### config.mk
export PLATFORM = sky130hd
export DESIGN_NAME = line_rasterizer
export DESIGN_NICKNAME = d
export VERILOG_FILES = /design/src/hw/rtl/lr_pkg.sv /design/src/hw/rtl/lr_core.sv /design/src/hw/rtl/line_rasterizer.sv
export VERILOG_INCLUDE_DIRS = /design/src /design/src/hw/rtl
export SDC_FILE = /design/constraint.sdc
export NUM_CORES = 1
export LEC_CHECK = 0
export BUFFER_PORTS_ARGS = -buffer_cell sky130_fd_sc_hd__buf_2
export CAP_MARGIN = 20
export CORE_MARGIN = 2
export CORE_UTILIZATION = 56
export DETAILED_ROUTE_END_ITERATION = 8
export PLACE_DENSITY = 0.88
export REMOVE_ABC_BUFFERS = 1
export SETUP_SLACK_MARGIN = 0.15
export SLEW_MARGIN = 0
export SYNTH_ARGS = -nofsm -noshare
export SYNTH_HDL_FRONTEND = slang
export SYNTH_SLANG_ARGS = --single-unit
### constraint.sdc
create_clock -name clk_i -period 8.27 [get_ports clk_i]
set_clock_uncertainty 0.15 [all_clocks]
set_input_delay 0.827 -clock clk_i [delete_from_list [all_inputs] [get_ports clk_i]]
set_output_delay 0.827 -clock clk_i [all_outputs]
set_load 0.01 [all_outputs]
### src/hw/rtl/line_rasterizer_defines.svh
// assertion macros for the line rasterizer top level
`ifndef LINE_RASTERIZER_DEFINES_SVH
`define LINE_RASTERIZER_DEFINES_SVH

`ifndef ASSERT_OFF
`define LR_ASSERT_NOW(lbl, clk, rst_n, pre, post) \
  lbl: assert property (@(posedge clk) disable iff (!rst_n) (pre) |-> (post)) \
    else $error("line rasterizer check failed");
`define LR_ASSERT_NEXT(lbl, clk, rst_n, pre, post) \
  lbl: assert property (@(posedge clk) disable iff (!rst_n) (pre) |=> (post)) \
    else $error("line rasterizer check failed");
`else
`define LR_ASSERT_NOW(lbl, clk, rst_n, pre, post)
`define LR_ASSERT_NEXT(lbl, clk, rst_n, pre, post)
`endif

`endif

### src/hw/rtl/lr_pkg.sv
package lr_pkg;

  localparam int unsigned CoordBitsDefault = 10;
  localparam int unsigned StrideBits       = 13;
  localparam int unsigned AddrBits         = 32;
  localparam int unsigned ColorBits        = 8;
  localparam int unsigned CfgIdxBits       = 2;
  localparam int unsigned CfgDataBits      = 32;

  localparam logic [StrideBits-1:0] StrideReset = StrideBits'(720);
  localparam logic [AddrBits-1:0]   BaseReset   = '0;
  localparam logic                  ActiveReset = 1'b1;

  typedef enum logic [CfgIdxBits-1:0] {
    RegLineStride    = 2'd0,
    RegFrameBase     = 2'd1,
    RegDisplayActive = 2'd2
  } lr_reg_e;

  typedef enum logic {
    FuncStart = 1'b0,
    FuncStep  = 1'b1
  } lr_func_e;

  // control from the top level into the line core
  typedef struct packed {
    logic take;            // request leaves the input register this cycle
    logic drain;           // pixel register empties into the output stage
    logic display_active;
  } lr_ctrl_t;

  typedef struct packed {
    logic pix_valid;
    logic busy;
  } lr_stat_t;

endpackage

### src/hw/rtl/lr_core.sv
module lr_core import lr_pkg::*; #(
  parameter int unsigned CoordBits = CoordBitsDefault
) (
  input  logic                 clk_i,
  input  logic                 rst_ni,
  input  lr_ctrl_t             ctrl_i,
  input  lr_func_e             func_i,
  input  logic [CoordBits-1:0] x_first_i,
  input  logic [CoordBits-1:0] y_first_i,
  input  logic [CoordBits-1:0] x_second_i,
  input  logic [CoordBits-1:0] y_second_i,
  input  logic [ColorBits-1:0] pen_color_i,
  output logic [CoordBits-1:0] pix_x_o,
  output logic [CoordBits-1:0] pix_y_o,
  output logic [ColorBits-1:0] pix_color_o,
  output logic                 pix_last_o,
  output lr_stat_t             stat_o
);

  localparam int unsigned DecBits = CoordBits + 3;
  localparam int unsigned IncBits = CoordBits + 2;

  logic [CoordBits-1:0] cur_x_q, cur_x_d, cur_y_q, cur_y_d;
  logic [CoordBits-1:0] major_end_q, major_end_d;
  logic [DecBits-1:0]   decision_q, decision_d;
  logic [IncBits-1:0]   inc_straight_q, inc_straight_d;
  logic [DecBits-1:0]   inc_diagonal_q, inc_diagonal_d;
  logic                 minor_neg_q, minor_neg_d;
  logic                 x_major_q, x_major_d;
  logic                 busy_q, busy_d;
  logic [ColorBits-1:0] held_color_q, held_color_d;
  logic                 pix_valid_q, pix_valid_d;
  logic [CoordBits-1:0] pix_x_q, pix_y_q;
  logic [ColorBits-1:0] pix_color_q;
  logic                 pix_last_q;

  logic [CoordBits-1:0] dx, dy, dmaj, dmin, amaj, bmaj, amin, bmin;
  logic [CoordBits-1:0] smaj, smin, emaj, emin;
  logic                 x_major_new, swap;
  logic                 step_minor;
  logic [CoordBits-1:0] maj_cur, min_cur, maj_nxt, min_nxt;
  logic                 emit;

  always_comb begin
    // start: pick the major axis and the endpoint to run from
    dx = (x_first_i > x_second_i) ? x_first_i - x_second_i : x_second_i - x_first_i;
    dy = (y_first_i > y_second_i) ? y_first_i - y_second_i : y_second_i - y_first_i;
    x_major_new = dx > dy;
    amaj = x_major_new ? x_first_i  : y_first_i;
    bmaj = x_major_new ? x_second_i : y_second_i;
    amin = x_major_new ? y_first_i  : x_first_i;
    bmin = x_major_new ? y_second_i : x_second_i;
    dmaj = x_major_new ? dx : dy;
    dmin = x_major_new ? dy : dx;
    swap = amaj > bmaj;
    smaj = swap ? bmaj : amaj;
    smin = swap ? bmin : amin;
    emaj = swap ? amaj : bmaj;
    emin = swap ? amin : bmin;

    // step: one decision update
    step_minor = !decision_q[DecBits-1];
    maj_cur = x_major_q ? cur_x_q : cur_y_q;
    min_cur = x_major_q ? cur_y_q : cur_x_q;
    maj_nxt = maj_cur + CoordBits'(1);
    if (!step_minor) begin
      min_nxt = min_cur;
    end else if (minor_neg_q) begin
      min_nxt = min_cur - CoordBits'(1);
    end else begin
      min_nxt = min_cur + CoordBits'(1);
    end

    cur_x_d        = cur_x_q;
    cur_y_d        = cur_y_q;
    major_end_d    = major_end_q;
    decision_d     = decision_q;
    inc_straight_d = inc_straight_q;
    inc_diagonal_d = inc_diagonal_q;
    minor_neg_d    = minor_neg_q;
    x_major_d      = x_major_q;
    busy_d         = busy_q;
    held_color_d   = held_color_q;
    emit           = 1'b0;

    if (ctrl_i.take) begin
      case (func_i)
        FuncStart: begin
          if (!ctrl_i.display_active) begin
            busy_d = 1'b0;
          end else begin
            x_major_d      = x_major_new;
            major_end_d    = emaj;
            minor_neg_d    = emin < smin;
            cur_x_d        = x_major_new ? smaj : smin;
            cur_y_d        = x_major_new ? smin : smaj;
            busy_d         = smaj != emaj;
            decision_d     = (DecBits'(dmin) << 1) - DecBits'(dmaj);
            inc_straight_d = IncBits'(dmin) << 1;
            inc_diagonal_d = (DecBits'(dmin) - DecBits'(dmaj)) << 1;
            held_color_d   = pen_color_i;
            emit           = 1'b1;
          end
        end
        FuncStep: begin
          if (busy_q) begin
            decision_d = decision_q + (step_minor ? inc_diagonal_q
                                                  : DecBits'(inc_straight_q));
            cur_x_d    = x_major_q ? maj_nxt : min_nxt;
            cur_y_d    = x_major_q ? min_nxt : maj_nxt;
            busy_d     = maj_nxt != major_end_q;
            emit       = ctrl_i.display_active;
          end
        end
        default: ;
      endcase
    end

    if (ctrl_i.take) begin
      pix_valid_d = emit;
    end else if (ctrl_i.drain) begin
      pix_valid_d = 1'b0;
    end else begin
      pix_valid_d = pix_valid_q;
    end
  end

  always_ff @(posedge clk_i or negedge rst_ni) begin
    if (!rst_ni) begin
      cur_x_q        <= '0;
      cur_y_q        <= '0;
      major_end_q    <= '0;
      decision_q     <= '0;
      inc_straight_q <= '0;
      inc_diagonal_q <= '0;
      minor_neg_q    <= 1'b0;
      x_major_q      <= 1'b0;
      busy_q         <= 1'b0;
      held_color_q   <= '0;
      pix_valid_q    <= 1'b0;
    end else begin
      cur_x_q        <= cur_x_d;
      cur_y_q        <= cur_y_d;
      major_end_q    <= major_end_d;
      decision_q     <= decision_d;
      inc_straight_q <= inc_straight_d;
      inc_diagonal_q <= inc_diagonal_d;
      minor_neg_q    <= minor_neg_d;
      x_major_q      <= x_major_d;
      busy_q         <= busy_d;
      held_color_q   <= held_color_d;
      pix_valid_q    <= pix_valid_d;
    end
  end

  // pixel payload follows the updated position
  always_ff @(posedge clk_i) begin
    if (ctrl_i.take && emit) begin
      pix_x_q     <= cur_x_d;
      pix_y_q     <= cur_y_d;
      pix_color_q <= held_color_d;
      pix_last_q  <= !busy_d;
    end
  end

  assign pix_x_o      = pix_x_q;
  assign pix_y_o      = pix_y_q;
  assign pix_color_o  = pix_color_q;
  assign pix_last_o   = pix_last_q;
  assign stat_o.pix_valid = pix_valid_q;
  assign stat_o.busy      = busy_q;

endmodule

### src/hw/rtl/line_rasterizer.sv
// Bresenham line rasterizer. A start request (tuser 0) loads both endpoints and
// a pen color and yields the first pixel; each step request (tuser 1) yields the
// next pixel with its byte address frame_base + x + line_stride * y and tlast on
// the line's final pixel. Steps after the end, and every request while
// display_active is 0, give no pixel. One request is taken per clock while the
// output flows; each pixel is registered in the line core, then at the output.
// While a pixel waits at the output, requests are still taken until one more
// pixel is held in the line core and one request waits in the input register;
// requests that give no pixel pass the core in the meantime. The rate is set
// by the decision update in the line core, followed by a registered address
// stage holding the stride multiply. Configuration writes are taken at any
// time (cfg_ready_o is always high) but belong in idle periods.
`include "line_rasterizer_defines.svh"

module line_rasterizer import lr_pkg::*; #(
  parameter int unsigned CoordBits = CoordBitsDefault,
  localparam int unsigned InBits  = ((4 * CoordBits + ColorBits + 7) / 8) * 8,
  localparam int unsigned OutBits = ((2 * CoordBits + AddrBits + ColorBits + 7) / 8) * 8
) (
  input  logic                   clk_i,
  input  logic                   rst_ni,
  input  logic                   s_axis_tvalid,
  output logic                   s_axis_tready,
  // x_first, y_first, x_second, y_second, pen_color
  input  logic [InBits-1:0]      s_axis_tdata,
  // func
  input  logic                   s_axis_tuser,
  output logic                   m_axis_tvalid,
  input  logic                   m_axis_tready,
  // pixel_x, pixel_y, pixel_address, pixel_color
  output logic [OutBits-1:0]     m_axis_tdata,
  output logic                   m_axis_tlast,
  input  logic                   cfg_valid_i,
  output logic                   cfg_ready_o,
  input  logic [CfgIdxBits-1:0]  cfg_index_i,
  input  logic [CfgDataBits-1:0] cfg_data_i
);

  localparam int unsigned ProdBits = StrideBits + CoordBits;

  logic [StrideBits-1:0] stride_q;
  logic [AddrBits-1:0]   base_q;
  logic                  display_active_q;

  logic                  in_valid_q, in_valid_d;
  lr_func_e              in_func_q;
  logic [CoordBits-1:0]  in_xf_q, in_yf_q, in_xs_q, in_ys_q;
  logic [ColorBits-1:0]  in_color_q;

  lr_ctrl_t              core_ctrl;
  lr_stat_t              core_stat;
  logic [CoordBits-1:0]  pix_x, pix_y;
  logic [ColorBits-1:0]  pix_color;
  logic                  pix_last;
  logic                  pix_ready, out_ready, s_accept;

  logic                  out_valid_q, out_valid_d;
  logic [CoordBits-1:0]  out_x_q, out_y_q;
  logic [AddrBits-1:0]   out_addr_q;
  logic [ColorBits-1:0]  out_color_q;
  logic                  out_last_q;
  logic [ProdBits-1:0]   row_off;
  logic [AddrBits-1:0]   addr;

  // configuration registers
  assign cfg_ready_o = 1'b1;

  always_ff @(posedge clk_i or negedge rst_ni) begin
    if (!rst_ni) begin
      stride_q         <= StrideReset;
      base_q           <= BaseReset;
      display_active_q <= ActiveReset;
    end else if (cfg_valid_i) begin
      case (lr_reg_e'(cfg_index_i))
        RegLineStride:    stride_q         <= cfg_data_i[StrideBits-1:0];
        RegFrameBase:     base_q           <= cfg_data_i[AddrBits-1:0];
        RegDisplayActive: display_active_q <= cfg_data_i[0];
        default: ;
      endcase
    end
  end

  // handshake chain through the three stages
  assign out_ready     = !out_valid_q || m_axis_tready;
  assign pix_ready     = !core_stat.pix_valid || out_ready;
  assign s_axis_tready = !in_valid_q || pix_ready;
  assign s_accept      = s_axis_tvalid && s_axis_tready;

  assign core_ctrl.take           = in_valid_q && pix_ready;
  assign core_ctrl.drain          = core_stat.pix_valid && out_ready;
  assign core_ctrl.display_active = display_active_q;

  always_comb begin
    if (s_accept) begin
      in_valid_d = 1'b1;
    end else if (core_ctrl.take) begin
      in_valid_d = 1'b0;
    end else begin
      in_valid_d = in_valid_q;
    end
    out_valid_d = out_ready ? core_stat.pix_valid : out_valid_q;
  end

  always_ff @(posedge clk_i or negedge rst_ni) begin
    if (!rst_ni) begin
      in_valid_q  <= 1'b0;
      out_valid_q <= 1'b0;
    end else begin
      in_valid_q  <= in_valid_d;
      out_valid_q <= out_valid_d;
    end
  end

  always_ff @(posedge clk_i) begin
    if (s_accept) begin
      in_func_q  <= lr_func_e'(s_axis_tuser);
      in_xf_q    <= s_axis_tdata[CoordBits-1:0];
      in_yf_q    <= s_axis_tdata[2*CoordBits-1:CoordBits];
      in_xs_q    <= s_axis_tdata[3*CoordBits-1:2*CoordBits];
      in_ys_q    <= s_axis_tdata[4*CoordBits-1:3*CoordBits];
      in_color_q <= s_axis_tdata[4*CoordBits+ColorBits-1:4*CoordBits];
    end
  end

  lr_core #(
    .CoordBits(CoordBits)
  ) u_core (
    .clk_i,
    .rst_ni,
    .ctrl_i      (core_ctrl),
    .func_i      (in_func_q),
    .x_first_i   (in_xf_q),
    .y_first_i   (in_yf_q),
    .x_second_i  (in_xs_q),
    .y_second_i  (in_ys_q),
    .pen_color_i (in_color_q),
    .pix_x_o     (pix_x),
    .pix_y_o     (pix_y),
    .pix_color_o (pix_color),
    .pix_last_o  (pix_last),
    .stat_o      (core_stat)
  );

  // address stage
  assign row_off = ProdBits'(stride_q) * ProdBits'(pix_y);
  assign addr    = base_q + AddrBits'(pix_x) + AddrBits'(row_off);

  always_ff @(posedge clk_i) begin
    if (core_ctrl.drain) begin
      out_x_q     <= pix_x;
      out_y_q     <= pix_y;
      out_addr_q  <= addr;
      out_color_q <= pix_color;
      out_last_q  <= pix_last;
    end
  end

  assign m_axis_tvalid = out_valid_q;
  assign m_axis_tdata  = OutBits'({out_color_q, out_addr_q, out_y_q, out_x_q});
  assign m_axis_tlast  = out_last_q;

  `LR_ASSERT_NEXT(a_pix_holds, clk_i, rst_ni, core_stat.pix_valid && !out_ready, core_stat.pix_valid && $stable(pix_x) && $stable(pix_y))
  `LR_ASSERT_NEXT(a_in_holds, clk_i, rst_ni, in_valid_q && !core_ctrl.take, in_valid_q)
  `LR_ASSERT_NEXT(a_off_start_quiet, clk_i, rst_ni, core_ctrl.take && !display_active_q && in_func_q == FuncStart, !core_stat.pix_valid && !core_stat.busy)
  `LR_ASSERT_NOW(a_full_blocks_input, clk_i, rst_ni, in_valid_q && !pix_ready, !s_axis_tready)

endmodule
==> results.ini <==
[global_routing]
track_usage=0.284
grt-busiest-layer=met2
antenna_found_initial=0
grt_overflow_total=0
use_met3=0.0375
use_met2=0.505
grt_pass1_vias=16787
grt_pass1_wl_mm=87.4
grt_use_met1=0.361
grt_start_max_net_pins=83

[critical_path]
cp_slowest_cell=or4_4
crit_top_cell=a21o_1
start_kind=flip-flop
crit-reg2reg-launch=in_xs_q[9]
end_kind=flip-flop
critPathLaunch=in_xs_q[9]
worst-path-max-fanout=7
required_ns=8.64
slowest_delay_ns=0.56
crit_arrival_ns=8.34
critPathKind=reg -> reg

[route]
vias=16657
drt_iter0_markers=1270
drc=0
drt_pass1_iterations=6
postRouteWirelength_mm=55.7
via_per_inst=5.90
drt.antenna.violating_nets=0
wl_per_cell_um=19.7

[floorplanning]
std_cell_rows=70
io_pins=156
die_h_um=197
die_w_um=197
die_area_um2=38700
start_util=0.569
core_area_um2=36600

[timing]
relSlewSlack=0.348
period_needed_ns=7.97
period_share=0.964
clock.fmax_mhz=125
drv_slew=0
worst_pin_slew_ns=0.978
setup_viol=0
rsz0062_at_grt=no
hold_viol=0

[clocking]
cts_tree=done
cts_root_buf=clkbuf_16
clk_latency_ns=0.59
clk_pin_slew_ns=0.06
ctsHoldBuffers=0
h-tree-depth=1
clock_path_buffers=3
clkSinkCount=262
cts_buffers=29

[run]
cap_viol_max_count=0

[placement]
post_dp_cell_area_um2=22400
globalplace.congestion=1.00
io_buffers=150
dp_hpwl_mm=42.0

[logic_synthesis]
yosys_most_used_dff=edfxtp_1
syn_inst=2108
ys_warn_count=0
ys_seq_area_frac=0.349
synth_cell_types=86
syn_avg_cell_area_um2=9.87
synth_largest_area_cell=edfxtp_1
synth_area_leaders=edfxtp_1, dfrtp_1, fa_1
synth_top_area_frac=0.201
async_flop_share=0.469
synth_seq_cells=262
synth-edff-count=139
synth_area_um2=20800

[final_layout]
antenna_cells=0
drive_gt1_frac=0.217
fillers=2723
seq_area_um2=7260
final_common_cell=nand2_1
nNetsFinal=2705
multi_input_area_um2=12700
mostFrequentLayoutCells=nand2_1, inv_1, buf_2
final_cell_area_um2=24200
area_growth_pct=16.5

[outcome]
status=complete, no violations

[hold_path]
hold_path.class=in -> async

## sequential cells by signal, summed over array words and instances, names as in the netlist, 11 cells and up
register / flops
base_q: 32
u_core.decision_q: 12
stride_q: 13
out_addr_q: 32
u_core.inc_diagonal_q: 11
## worst max-delay path: cells and delay by family, from the launching register on
kind            cells  cell delay [ns]
mux                 3             0.69
xor+xnor            1             0.16
simple gates        8             1.41
flops               1             0.46
buf+inv             4             0.60
compound gates     15             3.12
fa+ha+maj           4             1.28
## cells by family after synthesis
kind of cell / Yosys count / share of synthesized area
mux: 131 / 0.0681
compound gates: 427 / 0.133
xor+xnor: 81 / 0.0348
flops: 262 / 0.349
fa+ha+maj: 286 / 0.217
buf+inv: 312 / 0.0601
other cells: 2 / 0.000361
simple gates: 607 / 0.137
## Yosys cell counts (10+ instances only)
library cell,count
a211oi_1,25
a21o_1,30
a21oi_1,108
a31oi_1,10
and2_1,75
buf_1,10
buf_2,14
buf_4,10
clkbuf_1,58
dfrtp_1,118
edfxtp_1,139
fa_1,127
ha_1,157
inv_1,215
mux2_2,70
mux2i_1,58
nand2_1,288
nand2b_1,14
nand3_1,19
nand4_1,13
nor2_1,91
nor2b_1,22
nor3_1,31
o211ai_1,11
o21a_1,15
o21ai_0,123
o21bai_1,11
or3_1,10
xnor2_1,57
xor2_1,22
## through the flow
stage                     instances  setup WS, ns  TNS, ns   util  hold slack (ns)
after floorplan                2014         -2.68   -60.72      -            0.250
after global placement         2718         0.118        0  0.612            0.254
after detailed placement       2718        -0.103   -0.103  0.612            0.256
after CTS                      2779         0.211        0  0.643            0.134
after global routing           2824        0.0384        0  0.662            0.166
final                          2824         0.297        0  0.662            0.117
## cell type report
class,count,area share
Tap cell,468,0.0241
Timing Repair Buffer,288,0.0763
Multi-Input combinational cell,1537,0.524
Clock inverter,12,0.00635
Sequential cell,262,0.299
Clock buffer,42,0.0366
Inverter,215,0.0333
## per-layer routing
layer	up-vias	part of all wire
li1	7692	-
met3	148	0.060
met4	0	0.039
met5	-	0
met1	8127	0.40
met2	690	0.50
## path summary, 6_finish.rpt
check | end | slack, ns | cells after the start
min in group clk_i | in_xs_q[1] | 0.26 | 1
max reg2reg | u_core.minor_neg_q | 0.30 | 35
max | u_core.minor_neg_q | 0.30 | 35
min | u_core.inc_straight_q[3] | 0.12 | 1
max in group asynchronous | base_q[2] | 6.39 | 2
min reg2reg | out_color_q[0] | 0.28 | 0
## repair_timing
action / 4_1_cts / 5_1_grt
gates resized for setup: 7 / 88
gates cloned: 0 / 2
pin swaps: 6 / 31
endpoints found under the setup margin: 1 / 1
buffers inserted: 7 / 43
Power is left out: the tool's default activity adds up to more than one toggle a clock period on the data nets, which glitch-free logic cannot reach.
